===== src/design/mcid_pkg.sv =====
// Package for the motor command input decoder.
// Holds the configuration struct, opcodes, register indexes and field widths.
// No dependencies.
package mcid_pkg;

  // Field widths
  localparam int unsigned PosW    = 32;
  localparam int unsigned TimeW   = 16;
  localparam int unsigned DutyW   = 12;
  localparam int unsigned CpsW    = 16;
  localparam int unsigned AddrW   = 5;
  localparam int unsigned DataW   = 32;
  localparam int unsigned RegIdxW = 3;

  // Event opcodes
  localparam logic [1:0] OP_ENABLE = 2'd0;
  localparam logic [1:0] OP_STEP   = 2'd1;
  localparam logic [1:0] OP_PWM    = 2'd2;

  // Register indexes (byte address = 4 * index)
  localparam logic [RegIdxW-1:0] REG_ENA_INVERT   = 3'd0;
  localparam logic [RegIdxW-1:0] REG_DIR_INVERT   = 3'd1;
  localparam logic [RegIdxW-1:0] REG_COUNTS_STEP  = 3'd2;
  localparam logic [RegIdxW-1:0] REG_CHOP_PERIOD  = 3'd3;
  localparam logic [RegIdxW-1:0] REG_MIN_DUTY     = 3'd4;

  // Reset values
  localparam logic [CpsW-1:0]  CpsReset  = 16'd1;
  localparam logic [DutyW-1:0] ChopReset = 12'd1024;

  // Configuration handed from the register block to the core
  typedef struct packed {
    logic             ena_invert;
    logic             dir_invert;
    logic [CpsW-1:0]  counts_per_step;
    logic [DutyW-1:0] chopper_period;
    logic [DutyW-1:0] min_duty;
  } cfg_t;

endpackage


===== src/design/motor_command_input_decoder_top.sv =====
// Top level of the motor command input decoder.
// Instantiates mcid_regs and mcid_div; depends on mcid_pkg.
//
// Usage:
//   Input channel (in_valid_i / in_ready_o) carries one event: enable change,
//   step edge or pwm capture, with the raw pin levels and captured times.
//   Output channel (out_valid_o / out_ready_i) returns one result transaction
//   per event: position target, running flag, start/stop pulses, duty.
//   Configuration goes through the APB-style port, registers at 4*index.
// Flow: enable and step events pass from acceptance through the done state
//   into the output register. A pwm capture with period above high time runs
//   the shared multiply and 12-step serial divider in the calc state first;
//   other pwm captures go straight to the done state. One event is in work at
//   a time; the divider loop sets the rate for pwm captures.
// The output register holds a finished result while the receiver stalls;
//   the next event may be accepted then, and its result waits in the core
//   until the output register frees.
// Reset clears position target, running flag and last direction, and
//   loads the register defaults.
module motor_command_input_decoder_top (
  input  logic                              clk_i,
  input  logic                              rst_ni,
  // Configuration port
  input  logic                              psel,
  input  logic                              penable,
  input  logic                              pwrite,
  input  logic [mcid_pkg::AddrW-1:0]        paddr,
  input  logic [mcid_pkg::DataW-1:0]        pwdata,
  output logic [mcid_pkg::DataW-1:0]        prdata,
  output logic                              pready,
  // Input channel
  input  logic                              in_valid_i,
  output logic                              in_ready_o,
  input  logic [1:0]                        opcode_i,
  input  logic                              ena_pin_i,
  input  logic                              dir_pin_i,
  input  logic signed [mcid_pkg::PosW-1:0]  encoder_position_i,
  input  logic [mcid_pkg::TimeW-1:0]        pwm_high_time_i,
  input  logic [mcid_pkg::TimeW-1:0]        pwm_period_time_i,
  // Output channel
  output logic                              out_valid_o,
  input  logic                              out_ready_i,
  output logic signed [mcid_pkg::PosW-1:0]  requested_position_o,
  output logic                              running_o,
  output logic                              start_pulse_o,
  output logic                              stop_pulse_o,
  output logic [mcid_pkg::DutyW-1:0]        duty_o,
  output logic                              duty_valid_o,
  output logic                              recommutate_o
);
  import mcid_pkg::*;

  localparam logic [1:0] ST_IDLE = 2'd0;
  localparam logic [1:0] ST_CALC = 2'd1;
  localparam logic [1:0] ST_DONE = 2'd2;

  cfg_t              cfg;
  logic [1:0]        state_q, state_d;
  logic              accept;
  logic              ena, dir;
  logic              need_div;
  logic              div_done;
  logic [DutyW-1:0]  quot;
  logic [DutyW-1:0]  quot_clamped;
  logic              out_free;

  // Architectural state
  logic [PosW-1:0]   pos_q, pos_d;
  logic              motor_on_q, motor_on_d;
  logic              last_dir_q, last_dir_d;

  // Pending result
  logic              res_start_q, res_start_d;
  logic              res_stop_q, res_stop_d;
  logic              res_valid_q, res_valid_d;
  logic              res_recomm_q, res_recomm_d;
  logic [DutyW-1:0]  res_duty_q, res_duty_d;

  // Output register
  logic              out_valid_q;
  logic [PosW-1:0]   out_pos_q;
  logic              out_run_q, out_start_q, out_stop_q;
  logic [DutyW-1:0]  out_duty_q;
  logic              out_dv_q, out_recomm_q;

  mcid_regs u_regs (
    .clk_i   (clk_i),
    .rst_ni  (rst_ni),
    .psel    (psel),
    .penable (penable),
    .pwrite  (pwrite),
    .paddr   (paddr),
    .pwdata  (pwdata),
    .prdata  (prdata),
    .pready  (pready),
    .cfg_o   (cfg)
  );

  assign in_ready_o = (state_q == ST_IDLE);
  assign accept     = in_valid_i & in_ready_o;
  assign ena        = ena_pin_i ^ cfg.ena_invert;
  assign dir        = dir_pin_i ^ cfg.dir_invert;
  assign need_div   = (opcode_i == OP_PWM) && (pwm_period_time_i > pwm_high_time_i);
  assign out_free   = ~out_valid_q | out_ready_i;

  mcid_div u_div (
    .clk_i    (clk_i),
    .rst_ni   (rst_ni),
    .start_i  (accept & need_div),
    .chop_i   (cfg.chopper_period),
    .high_i   (pwm_high_time_i),
    .period_i (pwm_period_time_i),
    .done_o   (div_done),
    .quot_o   (quot)
  );

  assign quot_clamped = (quot < cfg.min_duty) ? cfg.min_duty : quot;

  // Event decode on acceptance and duty fill-in when the divider finishes
  always_comb begin
    state_d      = state_q;
    pos_d        = pos_q;
    motor_on_d   = motor_on_q;
    last_dir_d   = last_dir_q;
    res_start_d  = res_start_q;
    res_stop_d   = res_stop_q;
    res_valid_d  = res_valid_q;
    res_recomm_d = res_recomm_q;
    res_duty_d   = res_duty_q;
    unique case (state_q)
      ST_IDLE: begin
        if (accept) begin
          res_start_d  = 1'b0;
          res_stop_d   = 1'b0;
          res_valid_d  = 1'b0;
          res_recomm_d = 1'b0;
          res_duty_d   = '0;
          state_d      = ST_DONE;
          case (opcode_i)
            OP_ENABLE: begin
              if (ena && !motor_on_q) begin
                pos_d       = $unsigned(encoder_position_i);
                motor_on_d  = 1'b1;
                res_start_d = 1'b1;
              end else if (!ena && motor_on_q) begin
                motor_on_d = 1'b0;
                res_stop_d = 1'b1;
              end
            end
            OP_STEP: begin
              pos_d = dir ? pos_q + PosW'(cfg.counts_per_step)
                          : pos_q - PosW'(cfg.counts_per_step);
            end
            OP_PWM: begin
              res_valid_d  = 1'b1;
              res_recomm_d = dir ^ last_dir_q;
              last_dir_d   = dir;
              res_duty_d   = cfg.min_duty;
              if (need_div) begin
                state_d = ST_CALC;
              end
            end
            default: ;
          endcase
        end
      end
      ST_CALC: begin
        if (div_done) begin
          res_duty_d = quot_clamped;
          state_d    = ST_DONE;
        end
      end
      ST_DONE: begin
        if (out_free) begin
          state_d = ST_IDLE;
        end
      end
      default: state_d = ST_IDLE;
    endcase
  end

  // Control and architectural state
  always_ff @(posedge clk_i or negedge rst_ni) begin
    if (!rst_ni) begin
      state_q     <= ST_IDLE;
      pos_q       <= '0;
      motor_on_q  <= 1'b0;
      last_dir_q  <= 1'b0;
      out_valid_q <= 1'b0;
    end else begin
      state_q    <= state_d;
      pos_q      <= pos_d;
      motor_on_q <= motor_on_d;
      last_dir_q <= last_dir_d;
      if (state_q == ST_DONE && out_free) begin
        out_valid_q <= 1'b1;
      end else if (out_ready_i) begin
        out_valid_q <= 1'b0;
      end
    end
  end

  // Pending result and output payload
  always_ff @(posedge clk_i) begin
    res_start_q  <= res_start_d;
    res_stop_q   <= res_stop_d;
    res_valid_q  <= res_valid_d;
    res_recomm_q <= res_recomm_d;
    res_duty_q   <= res_duty_d;
    if (state_q == ST_DONE && out_free) begin
      out_pos_q    <= pos_q;
      out_run_q    <= motor_on_q;
      out_start_q  <= res_start_q;
      out_stop_q   <= res_stop_q;
      out_duty_q   <= res_duty_q;
      out_dv_q     <= res_valid_q;
      out_recomm_q <= res_recomm_q;
    end
  end

  assign out_valid_o          = out_valid_q;
  assign requested_position_o = $signed(out_pos_q);
  assign running_o            = out_run_q;
  assign start_pulse_o        = out_start_q;
  assign stop_pulse_o         = out_stop_q;
  assign duty_o               = out_duty_q;
  assign duty_valid_o         = out_dv_q;
  assign recommutate_o        = out_recomm_q;

endmodule


===== src/design/mcid_regs.sv =====
// Configuration register block for the motor command input decoder.
// APB-style write/read port, always ready. Depends on mcid_pkg.
module mcid_regs (
  input  logic                       clk_i,
  input  logic                       rst_ni,
  input  logic                       psel,
  input  logic                       penable,
  input  logic                       pwrite,
  input  logic [mcid_pkg::AddrW-1:0] paddr,
  input  logic [mcid_pkg::DataW-1:0] pwdata,
  output logic [mcid_pkg::DataW-1:0] prdata,
  output logic                       pready,
  output mcid_pkg::cfg_t             cfg_o
);
  import mcid_pkg::*;

  cfg_t                cfg_q;
  logic                wr_en;
  logic [RegIdxW-1:0]  reg_idx;

  assign pready  = 1'b1;
  assign wr_en   = psel & penable & pwrite;
  assign reg_idx = paddr[AddrW-1:2];

  // Register writes; unknown indexes are ignored
  always_ff @(posedge clk_i or negedge rst_ni) begin
    if (!rst_ni) begin
      cfg_q.ena_invert      <= 1'b0;
      cfg_q.dir_invert      <= 1'b0;
      cfg_q.counts_per_step <= CpsReset;
      cfg_q.chopper_period  <= ChopReset;
      cfg_q.min_duty        <= '0;
    end else if (wr_en) begin
      unique case (reg_idx)
        REG_ENA_INVERT:  cfg_q.ena_invert      <= pwdata[0];
        REG_DIR_INVERT:  cfg_q.dir_invert      <= pwdata[0];
        REG_COUNTS_STEP: cfg_q.counts_per_step <= pwdata[CpsW-1:0];
        REG_CHOP_PERIOD: cfg_q.chopper_period  <= pwdata[DutyW-1:0];
        REG_MIN_DUTY:    cfg_q.min_duty        <= pwdata[DutyW-1:0];
        default: ;
      endcase
    end
  end

  // Read mux
  always_comb begin
    prdata = '0;
    unique case (reg_idx)
      REG_ENA_INVERT:  prdata[0]          = cfg_q.ena_invert;
      REG_DIR_INVERT:  prdata[0]          = cfg_q.dir_invert;
      REG_COUNTS_STEP: prdata[CpsW-1:0]   = cfg_q.counts_per_step;
      REG_CHOP_PERIOD: prdata[DutyW-1:0]  = cfg_q.chopper_period;
      REG_MIN_DUTY:    prdata[DutyW-1:0]  = cfg_q.min_duty;
      default: ;
    endcase
  end

  assign cfg_o = cfg_q;

endmodule


===== src/design/mcid_div.sv =====
// Shared duty unit: one 12x16 multiply on load, then a restoring divider
// that retires one quotient bit per cycle. Depends on mcid_pkg.
module mcid_div (
  input  logic                        clk_i,
  input  logic                        rst_ni,
  input  logic                        start_i,
  input  logic [mcid_pkg::DutyW-1:0]  chop_i,
  input  logic [mcid_pkg::TimeW-1:0]  high_i,
  input  logic [mcid_pkg::TimeW-1:0]  period_i,
  output logic                        done_o,
  output logic [mcid_pkg::DutyW-1:0]  quot_o
);
  import mcid_pkg::*;

  // Caller guarantees high < period, so the quotient fits in DutyW bits
  // and the top TimeW bits of the product are already below the divisor.
  localparam int unsigned ProdW = DutyW + TimeW;
  localparam int unsigned CntW  = $clog2(DutyW + 1);

  logic [ProdW-1:0] prod;
  logic [TimeW-1:0] rem_q;
  logic [DutyW-1:0] low_q;
  logic [TimeW-1:0] div_q;
  logic [DutyW-1:0] quot_q;
  logic [CntW-1:0]  cnt_q;
  logic             active_q;
  logic             done_q;
  logic [TimeW:0]   trial;
  logic [TimeW:0]   diff;
  logic             fits;

  assign prod  = ProdW'(chop_i) * ProdW'(high_i);
  assign trial = {rem_q, low_q[DutyW-1]};
  assign diff  = trial - {1'b0, div_q};
  assign fits  = trial >= {1'b0, div_q};

  // Sequencer control
  always_ff @(posedge clk_i or negedge rst_ni) begin
    if (!rst_ni) begin
      active_q <= 1'b0;
      done_q   <= 1'b0;
      cnt_q    <= '0;
    end else begin
      done_q <= 1'b0;
      if (start_i) begin
        active_q <= 1'b1;
        cnt_q    <= CntW'(DutyW);
      end else if (active_q) begin
        cnt_q <= cnt_q - 1'b1;
        if (cnt_q == CntW'(1)) begin
          active_q <= 1'b0;
          done_q   <= 1'b1;
        end
      end
    end
  end

  // Datapath: load product, then one restoring step per cycle
  always_ff @(posedge clk_i) begin
    if (start_i) begin
      rem_q  <= prod[ProdW-1:DutyW];
      low_q  <= prod[DutyW-1:0];
      div_q  <= period_i;
      quot_q <= '0;
    end else if (active_q) begin
      rem_q  <= fits ? diff[TimeW-1:0] : trial[TimeW-1:0];
      low_q  <= {low_q[DutyW-2:0], 1'b0};
      quot_q <= {quot_q[DutyW-2:0], fits};
    end
  end

  assign done_o = done_q;
  assign quot_o = quot_q;

endmodule


===== config.mk =====
export PLATFORM = sky130hd
export DESIGN_NAME = motor_command_input_decoder_top
export DESIGN_NICKNAME = d
export VERILOG_FILES = /design/src/design/mcid_pkg.sv /design/src/design/motor_command_input_decoder_top.sv /design/src/design/mcid_regs.sv /design/src/design/mcid_div.sv
export SDC_FILE = /design/constraint.sdc
export NUM_CORES = 1
export LEC_CHECK = 0
export ABC_CLOCK_PERIOD_IN_PS = 5350
export BUFFER_PORTS_ARGS = -buffer_cell sky130_fd_sc_hd__buf_2
export CORE_MARGIN = 2
export CORE_UTILIZATION = 50
export DETAILED_ROUTE_END_ITERATION = 10
export PLACE_DENSITY_LB_ADDON = 0.1
export SLEW_MARGIN = 20
export SYNTH_ARGS = -nofsm -noshare
export SYNTH_HDL_FRONTEND = slang
export SYNTH_SLANG_ARGS = --single-unit

===== constraint.sdc =====
create_clock -name clk_i -period 5.35 [get_ports clk_i]
set_input_delay 0.2675 -clock clk_i [delete_from_list [all_inputs] [get_ports clk_i]]
set_output_delay 0.2675 -clock clk_i [all_outputs]
set_load 0.005 [all_outputs]

==> summary by stage <==
Worst setup path
The startpoint class of the critical path is a flip-flop. The setup check on the worst reg-to-reg path leaves a slack of -0.03 ns. The critical path class is flip-flop to flip-flop. The kind of end point of the critical path is a flip-flop. The arrival time at the worst endpoint is 5.66 ns. At the worst endpoint, the required time is 5.63 ns.

Of all nets on the critical path, the largest fanout is 7.

Timing
Between clock sinks in the finished design, the worst skew comes to 0.00734 ns. The maximum frequency from static timing analysis is 186 MHz. The final count of hold timing violations is 0. Across all setup checks in the final design, the least slack found is -0.0323 ns. For the pin with the worst max-slew slack, the measured transition is 1.04 ns. Setup repair after global routing could not meet its margin everywhere. Adding up every negative setup slack in the final design gives -0.0490 ns. After layout, the worst path uses 101% of the clock period.

After layout, the minimum clock period comes to 5.38 ns. The number of max-slew violations in the final report is 0. The count of endpoints failing setup in the final report is 2. The relative slew slack is 30.4%.

Route
The via count of the routed design is 14100. For this block, the routed nets add up to 46.2 mm of wire. The final antenna-violating net count is 0. The number of iterations in the first detailed-routing pass is 7. Detailed routing placed a total of 2.51 mm of wire on met3. Routed signal wires occupy layers up through met5. The routed design uses 22.1 mm of met2 wire. Dividing the detail-routed wire length by the instance count gives 17.7 µm. After detailed routing, the wire length on met1 is 20.4 mm. The number of DRC markers after the initial detailed-route iteration is 699. Dividing the detail-routed via count by the number of cells gives 5.42. For this run, design rule violations remaining after detail routing come to 0.

Placed design
Once placement finished, the instance area stood at 0.0197 mm². In this run, placement finished with an instance count of 2509. The wire-length estimate of the detail-placed layout is 35.8 mm. The placer's final routability congestion estimate is 0.852. Input and output buffers added on the ports amount to 160.

Min path
The worst hold path belongs to the class input pin to flip-flop.

Clock tree
Clock latency on the worst-skew pair, taken at its later pin, is 0.55 ns. The clock root buffer master is clkbuf_16. The TritonCTS clock tree is yes. CTS saw 206 sinks. The number of buffers added by the clock tree synthesis step is 25.

Counting along the longest clock path gives a buffer depth of 3. The clock-pin transition on the worst setup and hold timing paths is 0.06 ns. CTS built an H-tree with a depth of 1.

Die
The die covers 0.0372 mm². The die is 193 µm tall. The effective utilization at floorplan is 50.5%. After floorplanning, the core was sized to cover 0.0353 mm².

The floorplan row count is 69. The number of placed I/O pins is 196. The die span in x is 193 µm.

Layout
The layout cell share with drive strength beyond 1 is 21.4%. The relative area change from synthesis to final layout is 20.2%. The area of all placed cells without fillers is 0.0214 mm². The combined flip-flop and latch cell area is 0.00565 mm². The area used by multi-input combinational logic is 0.0112 mm². The layout has 3099 filler cells. The count of non-filler cells in the finished layout is 2605. After the last flow step, the layout net total stands at 2523.

Synth
The total number of yosys warnings is 0. The flip-flop and latch count after synthesis is 206. Summing every instance area after synthesis gives 0.0178 mm². A synthesized cell averages 9.60 µm². After synthesis, the most frequently instantiated cells are inv_1, nand2_1, ha_1. Yosys mapped a number of flops with a built-in enable equal to 109. The count of different cell masters after synthesis is 69. Synthesis handed over a netlist of 1857 instances.

The most frequent cell after synthesis is inv_1. For this run, the leading register cell type out of synthesis is edfxtp_1. In the post-synthesis netlist, the biggest area contributors are edfxtp_1, fa_1, dfrtp_1. The share of the Yosys chip area taken by registers is 31.7%. The share of flip-flops with an asynchronous set or reset after synthesis is 41.3%. The cell type contributing the most total cell area after synthesis is edfxtp_1. The proportion of netlist area held by the largest area contributor is 18.4%.

GRT
The first global-routing pass estimated 74.5 mm of wire. The number of global-route vias before repair is 14200. The final global-route overflow total is 0. The initial antenna violation count is 3.

The total routing resource utilization after global routing is 25.8%. Entering global routing, the biggest net connects 78 pins.

Power and ir drop
In this run the power density over the cells is 676 mW/mm². Summed over all cells, the static leakage comes to 10.2 nW. The maximum VDD drop is 641 µV.

Run
The tool flagged a number of max-cap violations equal to 0.

Status
The checks that failed: setup timing. The flow ran to the end, but the final reports show violations.
worst max-delay path: stages, from the launching register on:
cell and delay (ns):
dfstp_2 0.57, buf_12 0.12, buf_6 0.09, buf_4 0.14, nand2_1 0.08, fa_1 0.50, inv_1 0.06, fa_1 0.53
inv_1 0.06, fa_1 0.53, inv_1 0.06, fa_1 0.60, ha_4 0.22, ha_2 0.20, a2111oi_4 0.36, inv_1 0.10
o22ai_2 0.23, a31oi_4 0.07, nand3_2 0.11, buf_4 0.11, nand2_2 0.04, xor2_1 0.13, nand2_1 0.10, o21ai_1 0.08
cell usage in the layout, fill, tap and decap left out, types with 14 or more instances in the layout:
cell	count
o22ai_1	17
a21o_1	31
clkbuf_16	26
edfxtp_1	109
nor3_1	21
xnor2_1	46
mux2_2	57
ha_1	134
conb_1	17
o21a_1	18
dfrtp_1	75
and2_1	66
nor2_1	88
dlygate4sd3_1	40
mux2i_1	36
nand2_1	227
inv_1	245
a21oi_1	88
o21ai_0	92
xor2_1	30
fa_1	138
buf_2	159
buf_4	114
nor2b_1	14
through the flow:
| stage | total power, W | worst slack (ns) | hold WS, ns | utilization [%] |
|---|---|---|---|---|
| after floorplan | 0.00888 | 0.00610 | -0.0281 | - |
| after global placement | 0.0115 | -0.152 | 0.294 | 55.8 |
| after detailed placement | 0.0117 | -0.292 | 0.293 | 55.8 |
| after CTS | 0.0142 | -0.0233 | 0.000920 | 60.1 |
| after global routing | 0.0160 | -0.242 | 0.0259 | 60.7 |
| final | 0.0145 | -0.0323 | 0.0181 | 60.7 |
layout make-up:
class                   instances  share of cell area (%)
well taps                     461                    2.69
multi-input cells            1320                    52.2
clock inverters                17                    1.14
clock buffers                  29                    3.18
flip-flops and latches        206                    26.4
diodes                          2                  0.0234
inverters                     249                    4.36
repair buffers                321                    10.0
cell families after synthesis:
kind of cell             after synthesis  share of synthesized area, %
AND/OR/NAND/NOR                      506                          13.2
flip-flops                           206                          31.7
adder cells (fa/ha/maj)              288                          26.2
AO/OA/AOI/OAI                        337                          11.6
other                                  2                        0.0421
XOR/XNOR                              78                          3.83
multiplexers                          94                          5.75
buffers and inverters                346                          7.67
state kept, by name, indices dropped and copies added (netlist names), 2 cells and up:
register	cells
duty_o	12
pos_q	32
requested_position_o	32
res_duty_q	12
state_q	2
u_div.cnt_q	4
u_div.div_q	16
u_div.low_q	12
u_div.quot_o	12
u_div.rem_q	16
u_regs.cfg_o	42
worst paths after layout:
path	start	end	cells after the start
max in group asynchronous	rst_ni	u_regs.cfg_o[23]	3
hold / removal	encoder_position_i[2]	pos_q[2]	3
hold reg to reg	res_duty_q[3]	duty_o[3]	0
setup / recovery	u_regs.cfg_o[22]	u_div.rem_q[13]	23
min in group asynchronous	rst_ni	pos_q[6]	2
setup reg to reg	u_regs.cfg_o[22]	u_div.rem_q[13]	23
per-layer routing:
| layer | vias up | GRT usage (%) |
|---|---|---|
| li1 | 6724 | - |
| met1 | 6979 | 35.1 |
| met2 | 361 | 43.3 |
| met3 | 66 | 3.26 |
| met4 | 2 | 7.11 |
| met5 | - | 0 |
timing repair:
item                       CTS  global route
resized for setup           33            45
cloned                       0             0
pin swaps                   33            39
hold endpoints to repair    89             0
buffers inserted             4             4
setup endpoints to repair    9            16
hold buffers                40             0
where the power goes:
part | switching, W | leakage [nW] | internal (W)
Sequential | 0.000425 | 2.15 | 0.00238
Clock | 0.000735 | 0.446 | 0.00117
Combinational | 0.00515 | 7.62 | 0.00463
(Power assumes the default switching activity.)
